## src/rtl/hel_pkg.sv

```systemverilog
package hel_pkg;

    localparam int MAX_WIDTH_DEF = 1024;

    localparam int WIDTH_REG_W  = 11;
    localparam int HEIGHT_REG_W = 13;
    localparam int CFG_DATA_W   = 13;
    localparam int CFG_INDEX_W  = 1;

    localparam logic [WIDTH_REG_W-1:0]  RESET_WIDTH  = 11'd640;
    localparam logic [HEIGHT_REG_W-1:0] RESET_HEIGHT = 13'd480;

    localparam logic [CFG_INDEX_W-1:0] REG_IMAGE_WIDTH  = 1'b0;
    localparam logic [CFG_INDEX_W-1:0] REG_IMAGE_HEIGHT = 1'b1;

    localparam int QUEUE_DEPTH = 4;

    typedef logic [1:0] t_class;

    localparam t_class CLASS_WEAK   = 2'd1;
    localparam t_class CLASS_STRONG = 2'd2;

    localparam logic [7:0] PIXEL_ON  = 8'd255;
    localparam logic [7:0] PIXEL_OFF = 8'd0;

    typedef struct packed {
        logic [7:0] value;
        logic       last;
    } t_result;

endpackage

```

## src/rtl/hel_fifo.sv

```systemverilog
module hel_fifo import hel_pkg::*; #(
    parameter int DEPTH = QUEUE_DEPTH
) (
    input  logic    i_clk,
    input  logic    i_rst_n,
    input  logic    i_push,
    input  t_result i_data,
    input  logic    i_pop,
    output logic    o_empty,
    output t_result o_data
);

    localparam int AW = (DEPTH > 1) ? $clog2(DEPTH) : 1;
    localparam int NW = $clog2(DEPTH + 1);

    t_result         r_mem [DEPTH];
    logic [AW-1:0]   r_wr, r_rd;
    logic [NW-1:0]   r_count;
    logic            pop_ok;

    assign o_empty = (r_count == '0);
    assign pop_ok  = i_pop && !o_empty;
    assign o_data  = r_mem[r_rd];

    always_ff @(posedge i_clk) begin
        if (i_push) begin
            r_mem[r_wr] <= i_data;
        end
    end

    always_ff @(posedge i_clk) begin
        if (!i_rst_n) begin
            r_wr    <= '0;
            r_rd    <= '0;
            r_count <= '0;
        end else begin
            if (i_push) begin
                r_wr <= (r_wr == AW'(DEPTH - 1)) ? '0 : r_wr + AW'(1);
            end
            if (pop_ok) begin
                r_rd <= (r_rd == AW'(DEPTH - 1)) ? '0 : r_rd + AW'(1);
            end
            r_count <= r_count + NW'(i_push) - NW'(pop_ok);
        end
    end

endmodule

```

## config.mk

```make
export PLATFORM = sky130hd
export DESIGN_NAME = hel_fifo
export DESIGN_NICKNAME = d
export VERILOG_FILES = /design/src/rtl/hel_pkg.sv /design/src/rtl/hel_fifo.sv
export SDC_FILE = /design/constraint.sdc
export NUM_CORES = 1
export LEC_CHECK = 0
export ABC_AREA = 1
export BUFFER_PORTS_ARGS = -buffer_cell sky130_fd_sc_hd__buf_2
export CORE_MARGIN = 2
export CORE_UTILIZATION = 30
export DETAILED_ROUTE_END_ITERATION = 6
export HOLD_SLACK_MARGIN = 0.15
export PLACE_DENSITY = 0.59
export SLEW_MARGIN = 20
export SYNTH_ARGS = -nofsm -noshare
export SYNTH_HDL_FRONTEND = slang
export SYNTH_SLANG_ARGS = --single-unit
export TNS_END_PERCENT = 20
```

## constraint.sdc

```tcl
create_clock -name i_clk -period 2.2 [get_ports i_clk]
set_input_delay 0.44 -clock i_clk [delete_from_list [all_inputs] [get_ports i_clk]]
set_output_delay 0.44 -clock i_clk [all_outputs]
set_load 0.02 [all_outputs]
```

==> metrics.md <==
| Metric | Value |
|---|---|
| Crit start category | flop |
| Clock slew at the register clock pins of the worst setup and hold paths | 0.08 ns |
| Standby leakage power | 0.856 nW |
| Final number of max-transition violations | 0 |
| Remaining max-slew budget at the tightest pin | 70.2% |
| First-pass GRT wire length | 5390 µm |
| Synthesized Nets | 170 |
| Maximum clock insertion buffer count | 2 |
| Global-route usage over all layers | 9.73% |
| Slew @ Worst Pin | 0.446 ns |
| Final cycle utilization of the critical path | 90.8% |
| NetSw | 0.000813 W |
| Via/cell ratio | 4.40 |
| VDD IR max | 0.596 mV |
| Count of flip-flops with a built-in enable after synthesis | 36 |
| Fin nets | 197 |
| Starting utilization of the core area | 30.6% |
| Setup repair after global routing missed its margin | no |
| PnR Total Power | 0.00231 W |
| Iteration-0 DRC count of the detailed router | 67 |
| Share of total power in combinational logic | 33.7% |
| Biggest area contributors in the synthesized netlist | edfxtp_1 57%, dfxtp_1 9.4%, o22ai_2 5.9%, ha_1 4.6%, o21ai_0 4.2% |
| Arrival time of data at the critical path endpoint | 1.56 ns |
| Half-perimeter wire length of the detailed placement result | 2230 µm |
| Fraction of the yosys area taken by sequential cells | 66.0% |
| Final routed wire length divided by cell count | 12.9 µm |
| Number of port buffers | 22 |
| Number of instances in the synthesized netlist | 149 |
| Post-synth ARST share | 0% |
| Number of buffers inserted by hold repair at cts | 0 |
| Pwr dens | 1070 mW/mm² |
| Antenna viol nets, final | 0 |
| Outcome | finished clean |
| Post-CTS Resized | 0 |
| Crit-path max cell delay | 0.57 ns |
| Required time at the endpoint of the critical path | 1.76 ns |
| Relative area change from synthesis to final layout | 13.4% |
| Total instance count after detailed placement | 246 |
| Std-Cell Core Area | 0.00624 mm² |
| Synthesized area divided by synthesized cell count | 12.8 µm² |
| Library cell with the largest summed area after synthesis | edfxtp_1 |
| Initial antenna violation count | 0 |
| Number of sinks on the clock net | 45 |
| Area of the die | 0.00703 mm² |
| Share of total power in the clock network | 19.9% |
| Number of H-tree branching levels | 2 |
| Insertion delay of the later-clocked pin in the worst-skew pair | 0.29 ns |
| Post-route core utilization | 34.7% |
| Count of placed standard cells in the final layout, fillers left out | 254 |
| Count of vias placed by the detailed router | 1117 |
| CP Cell Sequence | buf_4 > o21ai_0 > o22ai_2 > buf_2 |
| Clock tree from TritonCTS | yes |
| Worst hold-check path type | in2reg |
| Top-area cell type share of the netlist area | 56.5% |
| I/O pin total | 23 |
| Netlist Area Pre-Place | 0.00191 mm² |
| Post-synth top cells | 36 x edfxtp_1, 18 x inv_1, 17 x nor2_1 |
| Global route overflow | 0 |
| Slowest-stage cell, CP | dfxtp_1 |
| Root buffer selected by CTS | clkbuf_8 |
| Max cap viols | 0 |
| Die X | 83.8 µm |
| Share of cells above drive strength 1 | 28.2% |
| Minimum period implied by the final worst setup slack | 2.00 ns |
| Post-CTS Setup Inserts | 0 |
| RD Place Congestion | 0.641 |
| Cell with the most instances after synthesis | edfxtp_1 |
| First-pass iteration count of the detailed router | 4 |
| Number of clock buffers inserted by TritonCTS | 5 |
| Via count of the first global-routing pass | 1130 |
| Fmax | 0.501 GHz |
| Setup slack on the worst flop-to-flop path | 0.31 ns |
| Main flop type after synthesis | edfxtp_1 |
| Ys Warns | 0 |
| Total negative setup slack | 0 ns |
| Routed wire length | 3270 µm |
| Setup CP Type | reg2out |
| Filler cell count in the final layout | 644 |
| Count of state elements after synthesis | 45 |
| Pin count of the biggest net entering global routing | 19 |
| Hold violation count in the final report | 0 |
| Setup violation total in the final timing report | 0 |
| Sort of element at the end of the critical path | primary output |
| Crit-path max FO | 8 |
| Worst hold slack across all endpoints | 0.363 ns |
| Internal | 0.00150 W |
| # DRC | 0 |
| Worst-case clock skew | 0.00627 ns |
| Sequential share of power | 46.4% |
| Die H | 83.8 µm |
| Synth cell types | 20 |
| Switching fraction of total power | 35.1% |
| Num rows | 29 |
| Antenna diode instance count | 0 |
[registers in the layout, summed over array words and instances (netlist names), named ones only]
name	cells
r_mem	36
r_wr	2
r_rd	2
r_count	3
[final cells by class]
cell class	instances	area [µm²]	share of cell area [%]
clock buffer	5	68.8	3.18
inverter	19	78.8	3.64
tap	77	96.3	4.45
clock inverter	3	12.5	0.577
multi-input combinational	81	524	24.2
timing repair buffer	24	125	5.77
sequential	45	1260	58.2
[logic make-up (layout without fill, tap and decap cells)]
family                   count (synthesis)  count (layout)  synth area share (%)
flip-flops                              45              45                  66.0
AND/OR/NAND/NOR                         41              41                  9.49
AO/OA/AOI/OAI                           31              31                  11.8
buffers and inverters                   23              51                  6.61
adder cells (fa/ha/maj)                  8               8                  5.63
XOR/XNOR                                 1               1                 0.458
[through the flow]
stage               instance area [µm²]  worst slack (ns)
finish                             2170             0.202
global route                       2170            0.0288
CTS                                2170             0.173
detailed placement                 2090             0.298
global placement                   2090             0.356
floorplan                          1910             0.290
[worst paths after layout]
check,cells past startpoint,end,start
setup / recovery,4,o_data[6],flop
hold reg to reg,2,r_rd[1]$_SDFFE_PN0N_,r_rd[1]$_SDFFE_PN0N_
setup reg to reg,11,r_count[2]$_SDFF_PN0_,r_count[1]$_SDFF_PN0_
hold / removal,1,r_mem[1][6]$_DFFE_PP_,i_data[6]
[metal layers]
layer / track usage, % / wire (µm)
met1: 11.7 / 1440
met2: 16.9 / 1650
met3: 2.77 / 140
met4: 3.08 / 48
met5: 0 / 0
[worst max-delay path: cells and delay by family (launching register included)]
kind,cells,cell delay [ns]
AOI/OAI and AO/OA,2,0.28
DFF,1,0.57
buffers and inverters,2,0.42
[power groups by stage]
stage / Sequential, W / Clock [W] / Combinational, W
after CTS: 0.00108 / 0.000477 / 0.000798
after global routing: 0.00109 / 0.000511 / 0.000878
final: 0.00107 / 0.000461 / 0.000779
after global placement: 0.00109 / 0 / 0.000777
after floorplan: 0.00106 / 0 / 0.000633
after detailed placement: 0.00109 / 0 / 0.000793
[cell usage in the layout, fill, tap and decap left out, types with 2 or more instances in the layout]
cell type  Yosys  final
a21oi_1        4      4
buf_2          1     22
buf_4          0      2
clkbuf_8       0      5
clkinv_1       0      2
dfxtp_1        9      9
edfxtp_1      36     36
ha_1           7      7
inv_1         18     18
nand2_1       11     11
nand3_1        3      3
nor2_1        17     17
nor2_2         9      9
o21ai_0       16     16
o22ai_2        9      9
(Power assumes the default switching activity.)
