==> src/rtl/hel_pkg.sv <==
package hel_pkg;

    localparam int MAX_WIDTH_DEF = 1024;

    localparam int WIDTH_REG_W  = 11;
    localparam int HEIGHT_REG_W = 13;
    localparam int CFG_DATA_W   = 13;
    localparam int CFG_INDEX_W  = 1;

    localparam logic [WIDTH_REG_W-1:0]  RESET_WIDTH  = 11'd640;
    localparam logic [HEIGHT_REG_W-1:0] RESET_HEIGHT = 13'd480;

    localparam logic [CFG_INDEX_W-1:0] REG_IMAGE_WIDTH  = 1'b0;
    localparam logic [CFG_INDEX_W-1:0] REG_IMAGE_HEIGHT = 1'b1;

    localparam int QUEUE_DEPTH = 4;

    typedef logic [1:0] t_class;

    localparam t_class CLASS_WEAK   = 2'd1;
    localparam t_class CLASS_STRONG = 2'd2;

    localparam logic [7:0] PIXEL_ON  = 8'd255;
    localparam logic [7:0] PIXEL_OFF = 8'd0;

    typedef struct packed {
        logic [7:0] value;
        logic       last;
    } t_result;

endpackage

==> src/rtl/hel_ram.sv <==
module hel_ram #(
    parameter int WIDTH = 4,
    parameter int DEPTH = 1024
) (
    input  logic                     i_clk,
    input  logic                     i_we,
    input  logic [$clog2(DEPTH)-1:0] i_waddr,
    input  logic [WIDTH-1:0]         i_wdata,
    input  logic [$clog2(DEPTH)-1:0] i_raddr,
    output logic [WIDTH-1:0]         o_rdata
);

    logic [WIDTH-1:0] r_mem [DEPTH];
    logic [WIDTH-1:0] r_rdata;

    always_ff @(posedge i_clk) begin
        if (i_we) begin
            r_mem[i_waddr] <= i_wdata;
        end
        r_rdata <= r_mem[i_raddr];
    end

    assign o_rdata = r_rdata;

endmodule

==> src/rtl/hel_front.sv <==
module hel_front import hel_pkg::*; #(
    parameter int MAX_WIDTH = MAX_WIDTH_DEF
) (
    input  logic                    i_clk,
    input  logic                    i_rst_n,
    input  logic                    i_accept,
    input  t_class                  i_class,
    input  logic [((($clog2(MAX_WIDTH) + 1) > WIDTH_REG_W) ?
                   ($clog2(MAX_WIDTH) + 1) : WIDTH_REG_W)-1:0] i_width,
    input  logic [HEIGHT_REG_W-1:0] i_height,
    input  logic                    i_restart,
    output logic                    o_reserve,
    output logic                    o_res_valid,
    output t_result                 o_result
);

    localparam int CW = $clog2(MAX_WIDTH);
    localparam int WW = ((CW + 1) > WIDTH_REG_W) ? (CW + 1) : WIDTH_REG_W;

    // Input position counters; the row count only needs to tell 0, 1 and 2 or more apart.
    logic [CW-1:0]           r_ic, n_ic;
    logic [1:0]              r_in_row, n_in_row;
    logic [CW-1:0]           r_oc, n_oc;
    logic [HEIGHT_REG_W-1:0] r_or, n_or;

    logic ic_last, started, top, bottom, left, right, last;

    // Stage one: line store data arrives, window shifts, the pixel is decided.
    logic          r_v1;
    t_class        r_cls;
    logic [CW-1:0] r_addr;
    logic          r_started, r_top, r_bottom, r_left, r_right, r_last;
    logic          r_fwd;
    logic [3:0]    r_fwd_data;

    logic [3:0] ram_q, line_data;
    t_class     up, mid, center;
    t_class     r_win_c1 [3];
    t_class     r_win_c2 [3];
    logic       strong_near;

    assign ic_last = (WW'(r_ic) + WW'(1)) >= i_width;
    assign started = (r_in_row == 2'd2) || ((r_in_row == 2'd1) && (r_ic != '0));
    assign top     = (r_or == '0);
    assign bottom  = ({1'b0, r_or} + (HEIGHT_REG_W + 1)'(1)) >= {1'b0, i_height};
    assign left    = (r_oc == '0);
    assign right   = (WW'(r_oc) + WW'(1)) >= i_width;
    assign last    = started && bottom && right;

    assign o_reserve = i_accept && started;

    always_comb begin
        n_ic     = r_ic;
        n_in_row = r_in_row;
        n_oc     = r_oc;
        n_or     = r_or;
        if (i_restart) begin
            n_ic     = '0;
            n_in_row = '0;
            n_oc     = '0;
            n_or     = '0;
        end else if (i_accept) begin
            if (last) begin
                n_ic     = '0;
                n_in_row = '0;
                n_oc     = '0;
                n_or     = '0;
            end else begin
                if (ic_last) begin
                    n_ic = '0;
                    if (r_in_row != 2'd2) begin
                        n_in_row = r_in_row + 2'd1;
                    end
                end else begin
                    n_ic = r_ic + CW'(1);
                end
                if (started) begin
                    if (right) begin
                        n_oc = '0;
                        n_or = r_or + HEIGHT_REG_W'(1);
                    end else begin
                        n_oc = r_oc + CW'(1);
                    end
                end
            end
        end
    end

    always_ff @(posedge i_clk) begin
        if (!i_rst_n) begin
            r_ic     <= '0;
            r_in_row <= '0;
            r_oc     <= '0;
            r_or     <= '0;
            r_v1     <= 1'b0;
        end else begin
            r_ic     <= n_ic;
            r_in_row <= n_in_row;
            r_oc     <= n_oc;
            r_or     <= n_or;
            r_v1     <= i_accept;
        end
    end

    // A line store read that meets the write of the item ahead at the same column
    // sees stale data, so that write is forwarded instead.
    always_ff @(posedge i_clk) begin
        if (i_accept) begin
            r_cls     <= i_class;
            r_addr    <= r_ic;
            r_started <= started;
            r_top     <= top;
            r_bottom  <= bottom;
            r_left    <= left;
            r_right   <= right;
            r_last    <= last;
            r_fwd     <= r_v1 && (r_addr == r_ic);
        end
        if (r_v1) begin
            r_fwd_data <= {mid, r_cls};
        end
    end

    hel_ram #(
        .WIDTH (4),
        .DEPTH (MAX_WIDTH)
    ) u_line_store (
        .i_clk   (i_clk),
        .i_we    (r_v1),
        .i_waddr (r_addr),
        .i_wdata ({mid, r_cls}),
        .i_raddr (r_ic),
        .o_rdata (ram_q)
    );

    assign line_data = r_fwd ? r_fwd_data : ram_q;
    assign up        = line_data[3:2];
    assign mid       = line_data[1:0];

    always_ff @(posedge i_clk) begin
        if (!i_rst_n) begin
            for (int r = 0; r < 3; r++) begin
                r_win_c1[r] <= '0;
                r_win_c2[r] <= '0;
            end
        end else if (r_v1) begin
            for (int r = 0; r < 3; r++) begin
                r_win_c1[r] <= r_win_c2[r];
            end
            r_win_c2[0] <= up;
            r_win_c2[1] <= mid;
            r_win_c2[2] <= r_cls;
        end
    end

    // After the shift the left column is the old middle one, the center the old
    // right one, and the right column the incoming data.
    always_comb begin
        strong_near = 1'b0;
        if (!r_top) begin
            if (!r_left && (r_win_c1[0] == CLASS_STRONG)) strong_near = 1'b1;
            if (r_win_c2[0] == CLASS_STRONG) strong_near = 1'b1;
            if (!r_right && (up == CLASS_STRONG)) strong_near = 1'b1;
        end
        if (!r_left && (r_win_c1[1] == CLASS_STRONG)) strong_near = 1'b1;
        if (!r_right && (mid == CLASS_STRONG)) strong_near = 1'b1;
        if (!r_bottom) begin
            if (!r_left && (r_win_c1[2] == CLASS_STRONG)) strong_near = 1'b1;
            if (r_win_c2[2] == CLASS_STRONG) strong_near = 1'b1;
            if (!r_right && (r_cls == CLASS_STRONG)) strong_near = 1'b1;
        end
    end

    assign center = r_win_c2[1];

    always_comb begin
        if (center == CLASS_STRONG) begin
            o_result.value = PIXEL_ON;
        end else if ((center == CLASS_WEAK) && strong_near) begin
            o_result.value = PIXEL_ON;
        end else begin
            o_result.value = PIXEL_OFF;
        end
        o_result.last = r_last;
    end

    assign o_res_valid = r_v1 && r_started;

endmodule

==> config.mk <==
export PLATFORM = sky130hd
export DESIGN_NAME = hel_front
export DESIGN_NICKNAME = d
export VERILOG_FILES = /design/src/rtl/hel_pkg.sv /design/src/rtl/hel_ram.sv /design/src/rtl/hel_front.sv
export SDC_FILE = /design/constraint.sdc
export NUM_CORES = 2
export LEC_CHECK = 0
export ABC_CLOCK_PERIOD_IN_PS = 39700
export BUFFER_PORTS_ARGS = -buffer_cell sky130_fd_sc_hd__buf_2
export CAP_MARGIN = 25
export CORE_MARGIN = 2
export CORE_UTILIZATION = 25
export CTS_CLUSTER_SIZE = 25
export DETAILED_ROUTE_END_ITERATION = 8
export PLACE_DENSITY = 0.35
export RECOVER_POWER = 100
export SLEW_MARGIN = 10
export SYNTH_ARGS = -nofsm -noshare
export SYNTH_HDL_FRONTEND = slang
export SYNTH_MEMORY_MAX_BITS = 65536
export SYNTH_SLANG_ARGS = --single-unit
==> constraint.sdc <==
create_clock -name i_clk -period 39.7 [get_ports i_clk]
set_clock_uncertainty 0.1 [all_clocks]
set_input_delay 5.955 -clock i_clk [delete_from_list [all_inputs] [get_ports i_clk]]
set_output_delay 5.955 -clock i_clk [all_outputs]
set_load 0.02 [all_outputs]
==> flow_metrics.py <==
metrics = {
    "outcome": {
        "outcome": "complete, but fails checks",
        "violations": "DRC, capacitance limit, slew limit",
    },
    "power": {
        "netSwitchingFraction_pct": 21.5,
        "seq_power_share_pct": 51.1,
        "netSwitchingPower_uw": 2060,
        "intPower_uw": 7530,
        "p_per_area_nw_per_um2": 50.0,
        "p_leak_uw": 0.0567,
        "worst_ir_drop_vdd_uv": 35.2,
        "clockPowerShare_pct": 45.9,
        "comb_power_share_pct": 3.0,
    },
    "floorplan": {
        "die_x_um": 819,
        "die_h_um": 819,
        "placementRows": 299,
        "ios": 41,
        "initial_utilization_pct": 25.1,
        "core-area_um2": 662000,
        "die_area_um2": 670000,
    },
    "layout": {
        "fin_util_pct": 29.0,
        "mostFrequentLayoutCells": "edfxtp_1, nor2_1, mux4_2",
        "layout-drive-gt1-share_pct": 21.9,
        "fin_cells": 18003,
        "num-fill-cells": 65104,
        "layout_commonest_cell": "edfxtp_1",
        "nets": 8935,
        "regArea_um2": 125000,
        "multi_input_area_um2": 38000,
        "area_growth_pct": 15.7,
        "stdcell_area_um2": 192000,
    },
    "timing": {
        "slew_violations": 5576,
        "rsz0062_at_grt": "false",
        "final-setup-viol-count": 0,
        "tightest_slew_ns": 10.33,
        "fin_crit_sh_pct": 47.0,
        "fin_setup_tns_ns": 0,
        "hold_viol": 0,
        "max_clock_freq_mhz": 53.6,
        "fin_crit_ns": 18.66,
        "relSlewSlack_pct": -588,
    },
    "placed_design": {
        "place_congestion": 0.786,
        "dp.cells": 17120,
        "io_buffers": 40,
        "place_area_um2": 178000,
        "dpl.hpwl_um": 399000,
    },
    "detailed_routing": {
        "routed_wl_um": 644000,
        "drtPass1Iterations": 9,
        "wl_per_cell_um": 35.8,
        "drt_iter0_markers": 11427,
        "num_vias": 88141,
        "route.detailed.drc": 45,
        "ant_nets": 0,
        "viasPerCell": 4.90,
    },
    "global_routing": {
        "grt_pass1_wl_um": 857000,
        "grt_antenna_before_repair": 114,
        "grt_pass1_vias": 90098,
        "overflow": 0,
        "grt_max_degree": 223,
        "grtUsageTotal_pct": 18.7,
    },
    "hold_path": {
        "hp-class": "reg -> reg",
    },
    "setup_path": {
        "critPathSlowestCell": "clkbuf_1",
        "path_max_fanout": 222,
        "arrival_ns": 17.85,
        "cp-start-kind": "flip-flop",
        "cp_cell_sequence": "clkbuf_1 > clkbuf_1 > clkbuf_1",
        "cp.required_ns": 38.89,
        "critPathKind": "reg -> reg",
        "end_kind": "flip-flop",
        "cp_common_cell": "clkbuf_1",
        "r2r_slack_ns": 21.04,
        "slowest_delay_ns": 7.11,
    },
    "clock_tree": {
        "clock_latency_ns": 1.03,
        "root_buffer": "clkbuf_16",
        "cts_made_buffers": 466,
        "clk_path_buf_depth": 4,
        "htree_levels": 5,
        "post_cts.repair.setup_buffers": 0,
        "path_clk_slew_ns": 0.06,
        "ctsHoldBuffers": 0,
        "postCtsResizedCells": 0,
        "cts_tree": "done",
        "clock_sinks": 4171,
    },
    "synth": {
        "ys.flop_type": "edfxtp_1",
        "netlist_area_um2": 166000,
        "syn_nets": 8692,
        "synthArstFlopShare_pct": 0,
        "ys_warn_count": 0,
        "yosysUniqueCellTypes": 73,
        "syn_inst": 8619,
        "ys_ff_latch": 4171,
        "synth_edf_count": 4131,
        "avgSynthCellArea_um2": 19.3,
        "ys_seq_area_share_pct": 75.2,
    },
    "flow_run": {
        "maxCapViolations": 132,
    },
}
[cell families after synthesis]
group	Yosys count	share of synthesized area, %
DFF	4171	75.2
and+or+nand+nor	1691	4.20
muxes	1267	14.9
AOI/OAI and AO/OA	744	3.02
buffers and inverters	658	2.07
xor gates and xnor gates	45	0.237
adders and majority gates	43	0.324
[area by class of cell]
class	count	share of cell area, %
timing repair buffer	386	1.38
antenna	22	0.0287
clock buffer	546	6.33
clock inverter	312	1.65
inverter	47	0.102
sequential	4171	65.0
multi-input combinational	3790	19.8
tap	8729	5.69
[routing by layer]
layer	share of wire (%)	wire, um	vias to the layer above	global-route usage, %
met1	43	277000	48633	25.8
li1	-	-	35507	-
met2	49	314000	3296	31.5
met4	2.5	16200	16	4.23
met5	0.070	448	-	0
met3	5.9	37700	689	2.56
[registers in the layout (all words and copies together) (netlist names), 6 cells and up]
signal / flops
u_line_store.r_mem: 4096
r_or: 13
r_addr: 10
r_ic: 10
r_oc: 10
r_win_c1: 6
r_win_c2: 6
[power groups by stage]
stage                     combinational (uW)  sequential (uW)  clock, uW
after CTS                                303             4870       4500
after floorplan                          153             5070          0
after global placement                   298             4970          0
after global routing                     312             4900       4650
final                                    289             4900       4400
after detailed placement                 304             4970          0
[path summary, 6_finish.rpt]
| path | from | end | depth (start not counted) |
|---|---|---|---|
| worst min register to register | r_or[11] | r_or[11] | 2 |
| worst max register to register | r_cls[0] | u_line_store.r_mem[208][0] | 3 |
| worst max-delay path | r_cls[0] | u_line_store.r_mem[208][0] | 3 |
| worst min-delay path | r_or[11] | r_or[11] | 2 |
[critical path, delay by kind of cell (launching register included)]
family | cells | cell delay, ns
flip-flops | 1 | 0.34
buffers and inverters | 3 | 15.85
[synthesized netlist by cell type, drive strengths merged (32+ instances only)]
library cell  instances  share of area, %
a221oi               39              0.21
mux4                960                13
mux2                 48              0.33
o21ai               118              0.36
a31oi                40              0.15
a21oi               148              0.45
dfxtp                40              0.48
clkbuf              283              0.64
buf                 328               1.3
nor2               1137               2.6
o221ai               40              0.21
ha                   43              0.32
o22ai                79              0.30
mux2i               259               1.6
a22oi               135              0.61
nand2               264              0.60
edfxtp             4131                75
and3                 32              0.12
nor3                 41              0.12
inv                  44              0.10
nand3                82              0.25
[metrics by stage]
stage	power (uW)	setup slack (ns)	hold slack [ns]
finish	9590	21.04	0.411
global route	9860	18.77	0.458
CTS	9680	26.18	0.419
detailed placement	5270	26.18	0.408
global placement	5270	26.13	0.408
floorplan	5220	19.37	0.306
(Power assumes the default switching activity.)
